--- src/rtl/assert_macros.svh ---
// Assertion macros used by the RTL file that carries concurrent checks.
`ifndef ASSERT_MACROS_SVH
`define ASSERT_MACROS_SVH

// Same-cycle implication, sampled on the rising clock edge, off during reset.
`define ASSERT_SAME(label, clk, rst, ante, cons, msg) \
   label: assert property (@(posedge clk) disable iff (rst) (ante) |-> (cons)) \
      else $error(msg);

// Next-cycle implication, sampled on the rising clock edge, off during reset.
`define ASSERT_NEXT(label, clk, rst, ante, cons, msg) \
   label: assert property (@(posedge clk) disable iff (rst) (ante) |=> (cons)) \
      else $error(msg);

`endif

--- src/rtl/sspb_pkg.sv ---
// Package with the types, codes and reset constants of the proximity beeper.
package sspb_pkg;

   // Operation codes of an input transaction.
   localparam logic [1:0] OP_TICK   = 2'd0;
   localparam logic [1:0] OP_SCAN   = 2'd1;
   localparam logic [1:0] OP_TOGGLE = 2'd2;

   // Configuration register indexes.
   localparam int unsigned CSR_INDEX_WIDTH = 3;
   localparam logic [CSR_INDEX_WIDTH-1:0] CSR_BEEP_LENGTH   = 3'd0;
   localparam logic [CSR_INDEX_WIDTH-1:0] CSR_MISS_LIMIT    = 3'd1;
   localparam logic [CSR_INDEX_WIDTH-1:0] CSR_PERIOD_STRONG = 3'd2;
   localparam logic [CSR_INDEX_WIDTH-1:0] CSR_PERIOD_GOOD   = 3'd3;
   localparam logic [CSR_INDEX_WIDTH-1:0] CSR_PERIOD_FAIR   = 3'd4;
   localparam logic [CSR_INDEX_WIDTH-1:0] CSR_PERIOD_WEAK   = 3'd5;
   localparam logic [CSR_INDEX_WIDTH-1:0] CSR_PERIOD_FAINT  = 3'd6;
   localparam int unsigned CSR_DATA_WIDTH = 16;

   // Level band thresholds in dBm.
   localparam logic signed [7:0] LEVEL_STRONG = -8'sd60;
   localparam logic signed [7:0] LEVEL_GOOD   = -8'sd70;
   localparam logic signed [7:0] LEVEL_FAIR   = -8'sd80;
   localparam logic signed [7:0] LEVEL_WEAK   = -8'sd90;
   localparam logic signed [7:0] LEVEL_RESET  = -8'sd100;

   // Register reset values.
   localparam logic [15:0] BEEP_LENGTH_RESET   = 16'd100;
   localparam logic [3:0]  MISS_LIMIT_RESET    = 4'd5;
   localparam logic [15:0] PERIOD_STRONG_RESET = 16'd300;
   localparam logic [15:0] PERIOD_GOOD_RESET   = 16'd500;
   localparam logic [15:0] PERIOD_FAIR_RESET   = 16'd1000;
   localparam logic [15:0] PERIOD_WEAK_RESET   = 16'd2000;
   localparam logic [15:0] PERIOD_FAINT_RESET  = 16'd5000;

   // Default width of the elapsed-time counter.
   localparam int unsigned TIMER_WIDTH_DEFAULT = 17;

   typedef struct packed {
      logic [1:0]        operation;
      logic              networks_seen;
      logic              target_found;
      logic signed [7:0] level_dbm;
   } req_type;

   typedef struct packed {
      logic        buzzer_on;
      logic        tracking_active;
      logic        signal_lost;
      logic [15:0] beep_period_ms;
   } rsp_type;

endpackage

--- src/rtl/signal_strength_proximity_beeper.sv ---
// Top level of the signal-strength proximity beeper.
// A result transaction is registered and presented in the cycle after its request is accepted.
// Throughput: one request per cycle; req_ready stays high while the result register
// is empty or its result is taken in the same cycle.
// Reset (synchronous, active high) restores the register defaults, turns tracking off,
// silences the beeper and saturates the elapsed-time counter.
`include "assert_macros.svh"

module signal_strength_proximity_beeper #(
   parameter int unsigned TIMER_WIDTH = sspb_pkg::TIMER_WIDTH_DEFAULT
) (
   input  logic                                  clock,
   input  logic                                  reset,
   input  logic                                  req_valid,
   output logic                                  req_ready,
   input  sspb_pkg::req_type                     req_data,
   output logic                                  rsp_valid,
   input  logic                                  rsp_ready,
   output sspb_pkg::rsp_type                     rsp_data,
   input  logic                                  csr_valid,
   output logic                                  csr_ready,
   input  logic [sspb_pkg::CSR_INDEX_WIDTH-1:0]  csr_index,
   input  logic [sspb_pkg::CSR_DATA_WIDTH-1:0]   csr_data
);

   // The timer one constant and the zero-extension pad for the 16-bit periods.
   localparam logic [TIMER_WIDTH-1:0] TimerOne = TIMER_WIDTH'(1);
   localparam int unsigned PadWidth = TIMER_WIDTH - 16;

   // Configuration registers.
   logic [15:0] beep_length_ff;
   logic [3:0]  miss_limit_ff;
   logic [15:0] period_strong_ff;
   logic [15:0] period_good_ff;
   logic [15:0] period_fair_ff;
   logic [15:0] period_weak_ff;
   logic [15:0] period_faint_ff;

   // Tracking state and its next values.
   logic                   tracking_ff,   tracking_in;
   logic signed [7:0]      level_held_ff, level_held_in;
   logic [3:0]             miss_count_ff, miss_count_in;
   logic [TIMER_WIDTH-1:0] since_beep_ff, since_beep_in;
   logic                   beeper_ff,     beeper_in;

   // Result register.
   logic              rsp_valid_ff, rsp_valid_in;
   sspb_pkg::rsp_type rsp_ff,       rsp_in;

   logic                   req_take;
   logic                   lost_now;
   logic [TIMER_WIDTH-1:0] since_inc;
   logic [15:0]            period_now;
   logic [15:0]            period_next;

   // The configuration port never stalls; the user must write only while the block is idle, which it does not enforce.
   assign csr_ready = 1'b1;

   // A new request enters whenever the result register is free or drains this cycle,
   // so the result register doubles as the stage that parts the two sides.
   assign req_ready = !rsp_valid_ff || rsp_ready;
   assign req_take  = req_valid && req_ready;

   always_ff @(posedge clock) begin
      if (reset) begin
         beep_length_ff   <= sspb_pkg::BEEP_LENGTH_RESET;
         miss_limit_ff    <= sspb_pkg::MISS_LIMIT_RESET;
         period_strong_ff <= sspb_pkg::PERIOD_STRONG_RESET;
         period_good_ff   <= sspb_pkg::PERIOD_GOOD_RESET;
         period_fair_ff   <= sspb_pkg::PERIOD_FAIR_RESET;
         period_weak_ff   <= sspb_pkg::PERIOD_WEAK_RESET;
         period_faint_ff  <= sspb_pkg::PERIOD_FAINT_RESET;
      end else if (csr_valid) begin
         unique case (csr_index)
            sspb_pkg::CSR_BEEP_LENGTH:   beep_length_ff   <= csr_data;
            sspb_pkg::CSR_MISS_LIMIT:    miss_limit_ff    <= csr_data[3:0];
            sspb_pkg::CSR_PERIOD_STRONG: period_strong_ff <= csr_data;
            sspb_pkg::CSR_PERIOD_GOOD:   period_good_ff   <= csr_data;
            sspb_pkg::CSR_PERIOD_FAIR:   period_fair_ff   <= csr_data;
            sspb_pkg::CSR_PERIOD_WEAK:   period_weak_ff   <= csr_data;
            sspb_pkg::CSR_PERIOD_FAINT:  period_faint_ff  <= csr_data;
            default: begin
               // Writes to an index past the register list are dropped.
            end
         endcase
      end
   end

   // Band selection, once for the level held now (timing of a tick) and once for
   // the level after this transaction (the reported period).
   function automatic logic [15:0] band_period(
      input logic signed [7:0] level,
      input logic [15:0]       p_strong,
      input logic [15:0]       p_good,
      input logic [15:0]       p_fair,
      input logic [15:0]       p_weak,
      input logic [15:0]       p_faint
   );
      logic [15:0] pick;
      priority if (level >= sspb_pkg::LEVEL_STRONG) pick = p_strong;
      else if (level >= sspb_pkg::LEVEL_GOOD)       pick = p_good;
      else if (level >= sspb_pkg::LEVEL_FAIR)       pick = p_fair;
      else if (level >= sspb_pkg::LEVEL_WEAK)       pick = p_weak;
      else                                          pick = p_faint;
      return pick;
   endfunction

   assign period_now = band_period(level_held_ff, period_strong_ff, period_good_ff,
                                   period_fair_ff, period_weak_ff, period_faint_ff);

   // The signal counts as lost while the miss count sits at or above the limit,
   // which also makes a zero limit mean permanently lost.
   assign lost_now  = (miss_count_ff >= miss_limit_ff);

   // Elapsed time advanced by one millisecond, held at all ones once saturated.
   assign since_inc = (&since_beep_ff) ? since_beep_ff : since_beep_ff + TimerOne;

   always_comb begin
      tracking_in   = tracking_ff;
      level_held_in = level_held_ff;
      miss_count_in = miss_count_ff;
      since_beep_in = since_beep_ff;
      beeper_in     = beeper_ff;

      if (req_take) begin
         unique case (req_data.operation)
            sspb_pkg::OP_TICK: begin
               since_beep_in = since_inc;
               if (tracking_ff && !lost_now) begin
                  // A beep starts once the period has been passed; otherwise an
                  // active beep ends once its length has been passed.
                  if (since_inc > {{PadWidth{1'b0}}, period_now}) begin
                     since_beep_in = '0;
                     beeper_in     = 1'b1;
                  end else if (beeper_ff &&
                               since_inc > {{PadWidth{1'b0}}, beep_length_ff}) begin
                     beeper_in = 1'b0;
                  end
               end
            end
            sspb_pkg::OP_SCAN: begin
               // Reports are ignored unless tracking and at least one network was seen.
               if (tracking_ff && req_data.networks_seen) begin
                  if (req_data.target_found) begin
                     level_held_in = req_data.level_dbm;
                     miss_count_in = '0;
                  end else if (miss_count_ff < miss_limit_ff) begin
                     // The count stays below the limit here, so it cannot wrap.
                     miss_count_in = miss_count_ff + 4'd1;
                     if (miss_count_in >= miss_limit_ff) begin
                        beeper_in = 1'b0;
                     end
                  end
               end
            end
            sspb_pkg::OP_TOGGLE: begin
               // Switching tracking on starts from the lost condition, so nothing
               // sounds until a report finds the target.
               if (!tracking_ff) begin
                  tracking_in   = 1'b1;
                  miss_count_in = miss_limit_ff;
               end else begin
                  tracking_in = 1'b0;
               end
               since_beep_in = '1;
               beeper_in     = 1'b0;
            end
            default: begin
               // The spare operation code changes nothing but still yields a result.
            end
         endcase
      end
   end

   assign period_next = band_period(level_held_in, period_strong_ff, period_good_ff,
                                    period_fair_ff, period_weak_ff, period_faint_ff);

   // The result reflects the state after the request has been applied.
   always_comb begin
      rsp_in                 = rsp_ff;
      rsp_valid_in           = rsp_valid_ff && !rsp_ready;
      if (req_take) begin
         rsp_valid_in           = 1'b1;
         rsp_in.buzzer_on       = beeper_in;
         rsp_in.tracking_active = tracking_in;
         rsp_in.signal_lost     = (miss_count_in >= miss_limit_ff);
         rsp_in.beep_period_ms  = period_next;
      end
   end

   always_ff @(posedge clock) begin
      if (reset) begin
         tracking_ff   <= 1'b0;
         level_held_ff <= sspb_pkg::LEVEL_RESET;
         miss_count_ff <= sspb_pkg::MISS_LIMIT_RESET;
         since_beep_ff <= '1;
         beeper_ff     <= 1'b0;
         rsp_valid_ff  <= 1'b0;
      end else begin
         tracking_ff   <= tracking_in;
         level_held_ff <= level_held_in;
         miss_count_ff <= miss_count_in;
         since_beep_ff <= since_beep_in;
         beeper_ff     <= beeper_in;
         rsp_valid_ff  <= rsp_valid_in;
      end
   end

   // The payload register carries no reset: it is only read behind rsp_valid.
   always_ff @(posedge clock) begin
      rsp_ff <= rsp_in;
   end

   assign rsp_valid = rsp_valid_ff;
   assign rsp_data  = rsp_ff;

   // Concurrent checks on the block's own control logic.
   `ASSERT_SAME(a_stall_blocks_req, clock, reset, rsp_valid_ff && !rsp_ready, !req_ready, "request accepted while a stalled result waits")
   `ASSERT_NEXT(a_req_gives_rsp, clock, reset, req_take, rsp_valid_ff, "accepted request produced no result")
   `ASSERT_NEXT(a_toggle_clears, clock, reset, req_take && req_data.operation == sspb_pkg::OP_TOGGLE, !beeper_ff && (&since_beep_ff), "toggle did not silence the beeper and saturate the timer")
   `ASSERT_SAME(a_idle_silent, clock, reset, !tracking_ff, !beeper_ff, "beeper on while tracking is off")

endmodule

--- config.mk ---
export PLATFORM = sky130hd
export DESIGN_NAME = signal_strength_proximity_beeper
export DESIGN_NICKNAME = d
export VERILOG_FILES = /design/src/rtl/sspb_pkg.sv /design/src/rtl/signal_strength_proximity_beeper.sv
export VERILOG_INCLUDE_DIRS = /design/src /design/src/rtl
export SDC_FILE = /design/constraint.sdc
export NUM_CORES = 1
export LEC_CHECK = 0
export ABC_AREA = 0
export ABC_CLOCK_PERIOD_IN_PS = 6500
export BUFFER_PORTS_ARGS = -buffer_cell sky130_fd_sc_hd__buf_4
export CAP_MARGIN = 20
export CORE_ASPECT_RATIO = 0.8
export CORE_UTILIZATION = 40
export DETAILED_ROUTE_END_ITERATION = 6
export REMOVE_ABC_BUFFERS = 1
export SYNTH_ARGS = -nofsm -noshare
export SYNTH_HDL_FRONTEND = slang
export SYNTH_SLANG_ARGS = --single-unit
--- constraint.sdc ---
create_clock -name clock -period 6.5 [get_ports clock]
set_input_delay 0.325 -clock clock [delete_from_list [all_inputs] [get_ports clock]]
set_output_delay 0.325 -clock clock [all_outputs]
set_load 0.02 [all_outputs]
# == After elaboration in Yosys (flattened, before gate mapping) ==
# Cells that the tools add are included.
# totals
mem_bits_rw,0
latchBits,0
rom_bits,0
input_bits,36
ff_bits,151
n_memories,0
# classes
bitwise_logic,0
mul,0
magnitude_cmp,14
n_shift,0
reduce_logical,21
mux,35
n_addsub,2
div_mod_pow,0
eq_ne,8
# op_table
operator,count
$mux W16,8
$mux W17,3
$ge A8 B8 Y1 const B,6
$gt A17 B16 Y1,2
$pmux W17 S2,1
$mux W8,4
$mux W4,5
$add A17 B1 Y17 const B,1
$reduce_and A17 Y1,1
$ge A8 B7 Y1 const B,2
$reduce_and A2 Y1,8
$ge A4 B4 Y1,3
$mux W1,12
$eq A3 B3 Y1 const B,3
$pmux W4 S2,1
$eq A3 B2 Y1 const B,2
$logic_and A1 B1 Y1,5
$add A4 B1 Y4 const B,1
$lt A4 B4 Y1,1
$eq A3 B1 Y1 const B,1
$logic_not A1 Y1,3
$logic_not A3 Y1,1
$pmux W1 S3,1
$eq A2 B1 Y1 const B,1
4 further kinds,4

# == Logic depth before layout (Yosys ltp) ==
# Gate-level depths: netlist of run 1.
# depth
word_depth,10
ltp_mapped,15
mapped_depth_nobuf,14

# == Least setup slack after synthesis of run 1 ==
# Ideal clock, no wire load.
# synth_timing
path_kind,register -> register
startpoint,reg level_held_ff[2]
endpoint,reg since_beep_ff[4]
arrival_time_ns,3.407
setup_time_ns,0.156
path_stages_with_launch,16
period_less_slack_ns,3.563
path_slack_ns,2.937
path_cell_list,dfxtp_1 -> a211o_1 -> nand2_1 -> buf_2 -> mux2_2 -> a22oi_1 -> nor2_1 -> a221oi_1 -> ha_1 -> nand4_1 -> or3_1 -> a31o_2 -> a31o_2 -> buf_2 -> a32oi_1 -> o311ai_1
# synth_via
elab_chain_cells,9
elab_cells_between_ends,12
# synth_rtl
element,line,source
"start, declared",signal_strength_proximity_beeper.sv:41,"logic signed [7:0] level_held_ff, level_held_in;"
"start signal, assigned",signal_strength_proximity_beeper.sv:194,level_held_ff <= sspb_pkg::LEVEL_RESET;
"start signal, assigned",signal_strength_proximity_beeper.sv:201,level_held_ff <= level_held_in;
$ge A8 B8 Y1,signal_strength_proximity_beeper.sv:103,else if (level >= sspb_pkg::LEVEL_WEAK) pick = p_weak;
$mux W16,signal_strength_proximity_beeper.sv:103,
$mux W16,signal_strength_proximity_beeper.sv:102,else if (level >= sspb_pkg::LEVEL_FAIR) pick = p_fair;
$mux W16,signal_strength_proximity_beeper.sv:101,else if (level >= sspb_pkg::LEVEL_GOOD) pick = p_good;
$mux W16 (*),signal_strength_proximity_beeper.sv:100,priority if (level >= sspb_pkg::LEVEL_STRONG) pick = p_strong;
$gt A17 B16 Y1 (*),signal_strength_proximity_beeper.sv:132,"if (since_inc > {{PadWidth{1'b0}}, period_now}) begin"
$mux W17 (*),signal_strength_proximity_beeper.sv:132,
$mux W17 (*),signal_strength_proximity_beeper.sv:129,if (tracking_ff && !lost_now) begin
$pmux W17 S2 (*),signal_strength_proximity_beeper.sv:126,unique case (req_data.operation)
"end signal, assigned",signal_strength_proximity_beeper.sv:203,since_beep_ff <= since_beep_in;
"end, declared",signal_strength_proximity_beeper.sv:43,"logic [TIMER_WIDTH-1:0] since_beep_ff, since_beep_in;"
# Mark *: on every way between the ends. The rest lies on a longest branch, timed or not.
# A chain may end at the register's enable or synchronous reset.

# == Final worst setup path of run 1 ==
# layout_timing
startpoint,reg level_held_ff[4]
endpoint,reg since_beep_ff[0]
# The elaborated chain is that of the path after synthesis.

==> metrics.md, run 1 <==
| Metric | Value |
|---|---|
| DR WL/cell | `18.28 um` |
| Area contributors post-synth | `dfxtp_1 (32%), nand2_1 (11%), ha_1 (7.6%)` |
| Clk buf depth | `2` |
| Fillcell total | `1989` |
| RSZ-0062 raised after global routing | `no` |
| Core Region | `20030 um2` |
| FF-to-FF path depth | `13` |
| Synthesized cell area | `8282 um2` |
| Count leader, synth | `nand2_1` |
| Setup Skew | `0.01273 ns` |
| Die ar. | `21290 um2` |
| Final HPWL DP | `16.42 mm` |
| Area share of the leading cell type in the synthesized netlist | `0.3167` |
| Worst min path class | `primary input to flop` |
| Via density | `5.672` |
| PostCTS Resize Cnt | `0` |
| Starting density of the core | `0.4135` |
| Final worst-path cycle share | `0.7031` |
| Sequential share of the synthesized area | `0.3856` |
| Final net count | `1111` |
| Power, Total | `2.404 mW` |
| CTS tree | `done` |
| Post-Synth Simple-Gate Area | `0.2263` |
| Critical path data arrival time | `4.90 ns` |
| Clock Sinks | `150` |
| Sw frac | `0.3079` |
| Post-synthesis adder-cell area fraction | `0.07554` |
| CP endpoint kind | `flop` |
| First-pass GRT wire length | `37.23 mm` |
| Remaining DRCs | `0` |
| Layout Utilization | `0.4690` |
| Clk pwr share | `0.370` |
| Period minus WS final | `4.570 ns` |
| Max-slew headroom | `0.2795` |
| Cts bufs inserted | `17` |
| Max Cap Violations | `0` |
| F_max | `218.8 MHz` |
| Reg-to-reg critical path startpoint | `level_held_ff[4]` |
| NetSw | `0.7404 mW` |
| Cells after synthesis | `994` |
| Number of H-tree levels | `4` |
| I/O Buffers | `55` |
| Leakage power total | `3.755 nW` |
| Total grt overflow | `0` |
| Combinational family with the most area after synthesis | `simple AND/OR/NAND/NOR gates` |
| Top FF cell, synth | `dfxtp_1` |
| Vias in the first global route | `6621` |
| Crit-path max FO | `17` |
| Initial antenna violation count | `0` |
| Clock transition at path regs | `0.07 ns` |
| Async S/R FF share, synth | `0` |
| Area growth from synthesis to final layout | `13.42%` |
| Number of post-CTS setup repair buffers | `0` |
| Yosys warns | `0` |
| Capturing point of the worst reg2reg path | `since_beep_ff[0]` |
| Die Span Y | `130.7 um` |
| Flop pwr share | `0.413` |
| Synth Area in Compound Gates | `0.1953` |
| Pre-antenna DRT Iters | `6` |
| Total track usage | `0.2277` |
| Hold depth | `3` |
| Final hold vios | `0` |
| Synth top cells by count | `nand2_1 (241), dfxtp_1 (131), a21oi_1 (90)` |
| Synth unique cells | `71` |
| Power per cell area | `256.0 nW/um2` |
| Share of cells above drive strength 1 | `0.1281` |
| Hold_buf cts | `0` |
| Int Power | `1.664 mW` |
| Worst Tran Pin Value | `1.080 ns` |
| Max IR drop VDD | `160.5 uV` |
| Width of the chip | `162.9 um` |
| Final Setup Violations | `0` |
| Initial drt markers | `717` |
| Cell taking the most area after synthesis | `dfxtp_1` |
| Xor and xnor area share after synthesis | `0.008460` |
| Gpl congestion | `0.9025` |
| Final setup TNS | `0 ns` |
| Routed via count | `7385` |
| Flop2flop setup slack | `1.93 ns` |
| Mux contribution to synthesized area | `0.06376` |
| Status | `complete, no violations` |
| Share of total power in combinational logic | `0.216` |
| Antenna diode count | `0` |
| Required time of the critical path | `6.83 ns` |
| Final Max Slew Viols | `0` |
| Largest net degree at the start of global routing | `84` |
| Final wirelength | `23.80 mm` |
| Hold Crit Start | `req_data[7]` |
| Number of enable-type register cells in the synthesized netlist | `19` |
| Setup crit start kind | `flop` |
| Standard-cell row count | `46` |
| Clock root cell | `clkbuf_16` |
| # IOs | `58` |
| Avg Inst Size Synth | `8.332 um2` |
| Clk_lat worst skew | `0.43 ns` |
| Crit path kind | `flop to flop` |
| Final ANT Viol Nets | `0` |
| Crit path from | `level_held_ff[4]` |
| #FFs+latches synth | `150` |
| Min-Delay Endpoint | `level_held_ff[7]` |
per-layer routing:
layer | wire, um | vias to the layer above | global-route usage
met5 | 0 | - | 0
li1 | - | 3626 | -
met2 | 10350 | 229 | 0.3404
met4 | 258 | 0 | 0.06652
met3 | 1340 | 24 | 0.03630
met1 | 11850 | 3506 | 0.3350
placed cells by master (no fill, tap or decap), types with 6 or more instances in the layout:
cell       count
nand2_1      241
dfxtp_1      131
a21oi_1       90
buf_4         64
ha_1          50
nor2_1        39
inv_1         38
o21ai_0       34
mux2i_1       30
nand3_1       29
edfxtp_1      19
mux2_2        17
nand3b_1      17
clkbuf_16     17
a22oi_1       16
a222oi_1      16
a221oi_1      14
nand4_1       13
nand2b_1      13
nor2b_1       10
a31oi_1       10
o221ai_1       8
and3_1         7
nor3_1         7
and2_1         7
or2_2          6
a211oi_1       6
cells by family (layout without fill, tap and decap cells):
logic type / Yosys count / after routing
and+or+nand+nor: 406 / 406
buffers and inverters: 90 / 134
AOI/OAI and AO/OA: 240 / 240
adders and majority gates: 50 / 50
xor gates and xnor gates: 8 / 8
muxes: 49 / 49
DFF: 150 / 150
other: 1 / 1
power by group through the flow:
stage | clock (mW) | combinational [mW] | sequential, mW
2_1_floorplan | 0 | 0.340 | 1.02
3_3_place_gp | 0 | 0.509 | 1.01
3_5_place_dp | 0 | 0.515 | 1.01
4_1_cts | 0.901 | 0.519 | 0.993
5_1_grt | 0.947 | 0.587 | 0.998
6_report | 0.890 | 0.520 | 0.994
per-stage QoR:
stage / area [um2] / worst slack, ns / std cells / hold slack, ns
6_report: 9393 / 1.930 / 1302 / 0.1314
5_1_grt: 9393 / 1.618 / 1302 / 0.1407
4_1_cts: 9393 / 1.993 / 1302 / 0.1196
3_5_place_dp: 8876 / 2.018 / 1270 / 0.4484
3_3_place_gp: 8876 / 2.053 / 1270 / 0.4421
2_1_floorplan: 8055 / 2.760 / 942 / 0.3941
sequential cells by signal, summed over array words and instances, names as in the netlist:
name and cells:
period_fair_ff 16, beeper_ff 1, period_strong_ff 16, rsp_data 19, level_held_ff 7, miss_count_ff 4, period_good_ff 16, period_faint_ff 16
since_beep_ff 17, rsp_valid 1, period_weak_ff 16, miss_limit_ff 4, tracking_ff 1, beep_length_ff 16
critical path, cell delays in order (launching register included):
cell       delay [ns]
dfxtp_1          0.37
a211o_1          0.28
nand2_1          0.68
mux2_2           0.42
a22oi_1          0.16
nor2_1           0.06
a221oi_1         0.42
ha_1             0.20
nand2_1          0.08
or3_1            0.42
o2111ai_1        0.25
a31o_2           0.43
nand4_2          0.36
o311ai_1         0.32
worst max path at each step:
| stage | slack [ns] | cells past startpoint | endpoint |
|---|---|---|---|
| finish | 1.93 | 13 | since_beep_ff[0] |
| global placement | 2.05 | 13 | since_beep_ff[4] |
| global route | 1.62 | 13 | since_beep_ff[4] |
| floorplan | 2.76 | 11 | since_beep_ff[0] |
| detailed placement | 2.02 | 13 | since_beep_ff[4] |
| CTS | 1.99 | 13 | since_beep_ff[0] |
area by class of cell:
cell class                 count  area, um2  area share
clock buffer                  20      436.7     0.04649
clock inverter                12      80.08    0.008525
inverter                      38      142.6     0.01519
multi-input combinational    754       4730      0.5035
sequential                   150       3193      0.3399
tap                          264      330.3     0.03517
timing repair buffer          64      480.5     0.05115
(Power assumes the default switching activity.)
==> run 2, diff against run 1 <==
ABC_CLOCK_PERIOD_IN_PS = 4350   (was 6500)
clock period = 4.35 ns   (was 6.5 ns; I/O delays follow)
==> metrics.md, run 2 (same netlist as run 1, synthesis figures left out) <==
| Metric | Value |
|---|---|
| Vias in the first global route | `6760 (was 6621)` |
| F_max | `251.8 MHz (was 218.8 MHz)` |
| Gpl congestion | `0.8645 (was 0.9025)` |
| Via density | `5.649 (was 5.672)` |
| Final Setup Violations | `0 (unchanged)` |
| Setup Skew | `0.01356 ns (was 0.01273 ns)` |
| Final hold vios | `0 (unchanged)` |
| Met3 Use GR | `0.05429 (was 0.03630)` |
| Final setup TNS | `0 ns (unchanged)` |
| PostCTS Resize Cnt | `0 (unchanged)` |
| Share of total power in combinational logic | `0.210 (was 0.216)` |
| Capturing point of the worst reg2reg path | `rsp_data[18] (was since_beep_ff[0])` |
| Failing checks | `DRC` |
| Layout Cells excl Fill | `1312 (was 1302)` |
| CTS tree | `done (unchanged)` |
| Final Max Slew Viols | `0 (unchanged)` |
| Hold_buf cts | `0 (unchanged)` |
| Crit-path max FO | `8 (was 17)` |
| Critical path data arrival time | `4.23 ns (was 4.90 ns)` |
| Clock transition at path regs | `0.07 ns (about the same)` |
| Final worst-path cycle share | `0.9130 (was 0.7031)` |
| Crit path kind | `flop to flop (unchanged)` |
| Clk_lat worst skew | `0.43 ns (about the same)` |
| Initial drt markers | `777 (was 717)` |
| Met1 usage | `0.3361 (was 0.3350)` |
| Remaining DRCs | `7 (was 0)` |
| Total grt overflow | `0 (unchanged)` |
| Global routing's busiest layer | `met2 (unchanged)` |
| Min-Delay Endpoint | `level_held_ff[6] (was level_held_ff[7])` |
| Leakage power total | `3.853 nW (was 3.755 nW)` |
| Placed Instances | `1281 (was 1270)` |
| Reg-to-reg critical path startpoint | `since_beep_ff[0] (was level_held_ff[4])` |
| Largest net degree at the start of global routing | `69 (was 84)` |
| Slowest cell on the critical path | `dfxtp_1 (was nand2_1)` |
| Starting density of the core | `0.4135 (unchanged)` |
| Width of the chip | `162.9 um (unchanged)` |
| NetSw | `1.104 mW (was 0.7404 mW)` |
| Int Power | `2.638 mW (was 1.664 mW)` |
| Flop pwr share | `0.396 (was 0.413)` |
| Required time of the critical path | `4.61 ns (was 6.83 ns)` |
| Die ar. | `21290 um2 (unchanged)` |
| Worst Tran Pin Value | `1.047 ns (was 1.080 ns)` |
| Power per cell area | `392.0 nW/um2 (was 256.0 nW/um2)` |
| Layout Utilization | `0.4766 (was 0.4690)` |
| FF-to-FF path depth | `15 (was 13)` |
| First-pass GRT wire length | `37.85 mm (was 37.23 mm)` |
| Final net count | `1122 (was 1111)` |
| Final ANT Viol Nets | `0 (unchanged)` |
| CP endpoint kind | `flop (unchanged)` |
| RSZ-0062 raised after global routing | `no (unchanged)` |
| Clock Sinks | `150 (unchanged)` |
| Routed via count | `7411 (was 7385)` |
| Final wirelength | `24.12 mm (was 23.80 mm)` |
| Period minus WS final | `3.971 ns (was 4.570 ns)` |
| Clk buf depth | `2 (unchanged)` |
| # IOs | `58 (unchanged)` |
| Max-slew headroom | `0.3003 (was 0.2795)` |
| Cts bufs inserted | `17 (unchanged)` |
| Number of post-CTS setup repair buffers | `0 (unchanged)` |
| Crit path cell chain | `ha_1 > nand2_1 > nor4_4 > and3_1 > or4_1 > xor2_1 > inv_1 > ha_1 > nand4_1 > or3_1 > a31o_2 > a31o_2 > buf_4 > and2_1 > a21oi_1 (was a211o_1 > nand2_1 > mux2_2 > a22oi_1 > nor2_1 > a221oi_1 > ha_1 > nand2_1 > or3_1 > o2111ai_1 > a31o_2 > nand4_2 > o311ai_1)` |
| Initial antenna violation count | `0 (unchanged)` |
| Design Area, Final | `9547 um2 (was 9393 um2)` |
| Final HPWL DP | `16.54 mm (was 16.42 mm)` |
| Standard-cell row count | `46 (unchanged)` |
| Setup crit start kind | `flop (unchanged)` |
| Max IR drop VDD | `199.2 uV (was 160.5 uV)` |
| Max reg flops | `19 (unchanged)` |
| Pre-antenna DRT Iters | `7 (was 6)` |
| Number of H-tree levels | `4 (unchanged)` |
| Sw frac | `0.2950 (was 0.3079)` |
| DR WL/cell | `18.38 um (was 18.28 um)` |
| I/O Buffers | `55 (unchanged)` |
| Hold depth | `3 (unchanged)` |
| Worst slack, placed | `0.4596 ns (was 2.018 ns)` |
| Total track usage | `0.2348 (was 0.2277)` |
| Max Cap Violations | `0 (unchanged)` |
| Highest-count cells in the layout ignoring fill and taps | `nand2_1 (241), dfxtp_1 (131), a21oi_1 (90), buf_4 (75), ha_1 (50) (was nand2_1 (241), dfxtp_1 (131), a21oi_1 (90), buf_4 (64), ha_1 (50))` |
| Status | `complete, but fails checks (was complete, no violations)` |
| Clock root cell | `clkbuf_16 (unchanged)` |
| Hold Crit Start | `req_data[6] (was req_data[7])` |
| Worst path max stage delay | `0.43 ns (was 0.68 ns)` |
| Core Region | `20030 um2 (unchanged)` |
| Dpl cell area | `8961 um2 (was 8876 um2)` |
| Die Span Y | `130.7 um (unchanged)` |
| Worst min path class | `primary input to flop (unchanged)` |
| Area growth from synthesis to final layout | `15.27% (was 13.42%)` |
| Clk pwr share | `0.393 (was 0.370)` |
| Met2 GRT Util | `0.3452 (was 0.3404)` |
| Antenna diode count | `0 (unchanged)` |
| Share of cells above drive strength 1 | `0.1403 (was 0.1281)` |
| Flop2flop setup slack | `0.38 ns (was 1.93 ns)` |
| Commonest non-fill, non-tap cell in the layout | `nand2_1 (unchanged)` |
| Setup ws final | `0.3786 ns (was 1.930 ns)` |
[run 2: worst max-delay path by stage]
| stage | startpoint | endpoint | slack [ns] | cells past startpoint |
|---|---|---|---|---|
| floorplan | level_held_ff[3] | since_beep_ff[0] | 0.61 | 11 |
| global placement | since_beep_ff[0] | since_beep_ff[0] | 0.51 | 14 |
| detailed placement | since_beep_ff[0] | since_beep_ff[0] | 0.46 | 14 |
| CTS | since_beep_ff[0] | rsp_data[18] | 0.43 | 15 |
| global route | since_beep_ff[0] | since_beep_ff[8] | 0.01 | 15 |
| finish | since_beep_ff[0] | rsp_data[18] | 0.38 | 15 |
[run 2: layer usage]
| metal | vias up | share of wire |
|---|---|---|
| li1 | 3647 | - |
| met1 | 3492 | 0.49 |
| met2 | 250 | 0.43 |
| met3 | 22 | 0.063 |
| met4 | 0 | 0.012 |
| met5 | - | 0 |
[run 2: per-stage QoR]
step / total power [mW] / hold WS [ns]
3_5_place_dp: 2.286 / 0.4496
5_1_grt: 3.942 / 0.03232
6_report: 3.742 / 0.03194
3_3_place_gp: 2.282 / 0.4434
4_1_cts: 3.759 / 0.01532
2_1_floorplan: 2.026 / 0.2866
[run 2: power by group through the flow]
stage	Sequential [mW]	Combinational, mW	Clock [mW]
6_report	1.48	0.787	1.47
3_3_place_gp	1.51	0.770	0
3_5_place_dp	1.51	0.773	0
2_1_floorplan	1.52	0.508	0
4_1_cts	1.48	0.780	1.50
5_1_grt	1.49	0.891	1.56
[run 2: worst max-delay path: cells and delay by family, from the launching register on]
family | cells | cell delay [ns]
AO/OA/AOI/OAI | 3 | 0.64
XOR/XNOR | 1 | 0.20
adder cells (fa/ha/maj) | 2 | 0.54
buffers and inverters | 2 | 0.28
flip-flops | 1 | 0.43
AND/OR/NAND/NOR | 7 | 1.68
[run 2: layout make-up]
| class | count | area, um2 |
|---|---|---|
| Multi-Input combinational cell | 754 | 4741 |
| Timing Repair Buffer | 75 | 563.0 |
| Clock inverter | 12 | 123.9 |
| Fill cell | 1975 | 10480 |
| Inverter | 38 | 142.6 |
| Sequential cell | 150 | 3193 |
| Clock buffer | 19 | 452.9 |
| Tap cell | 264 | 330.3 |
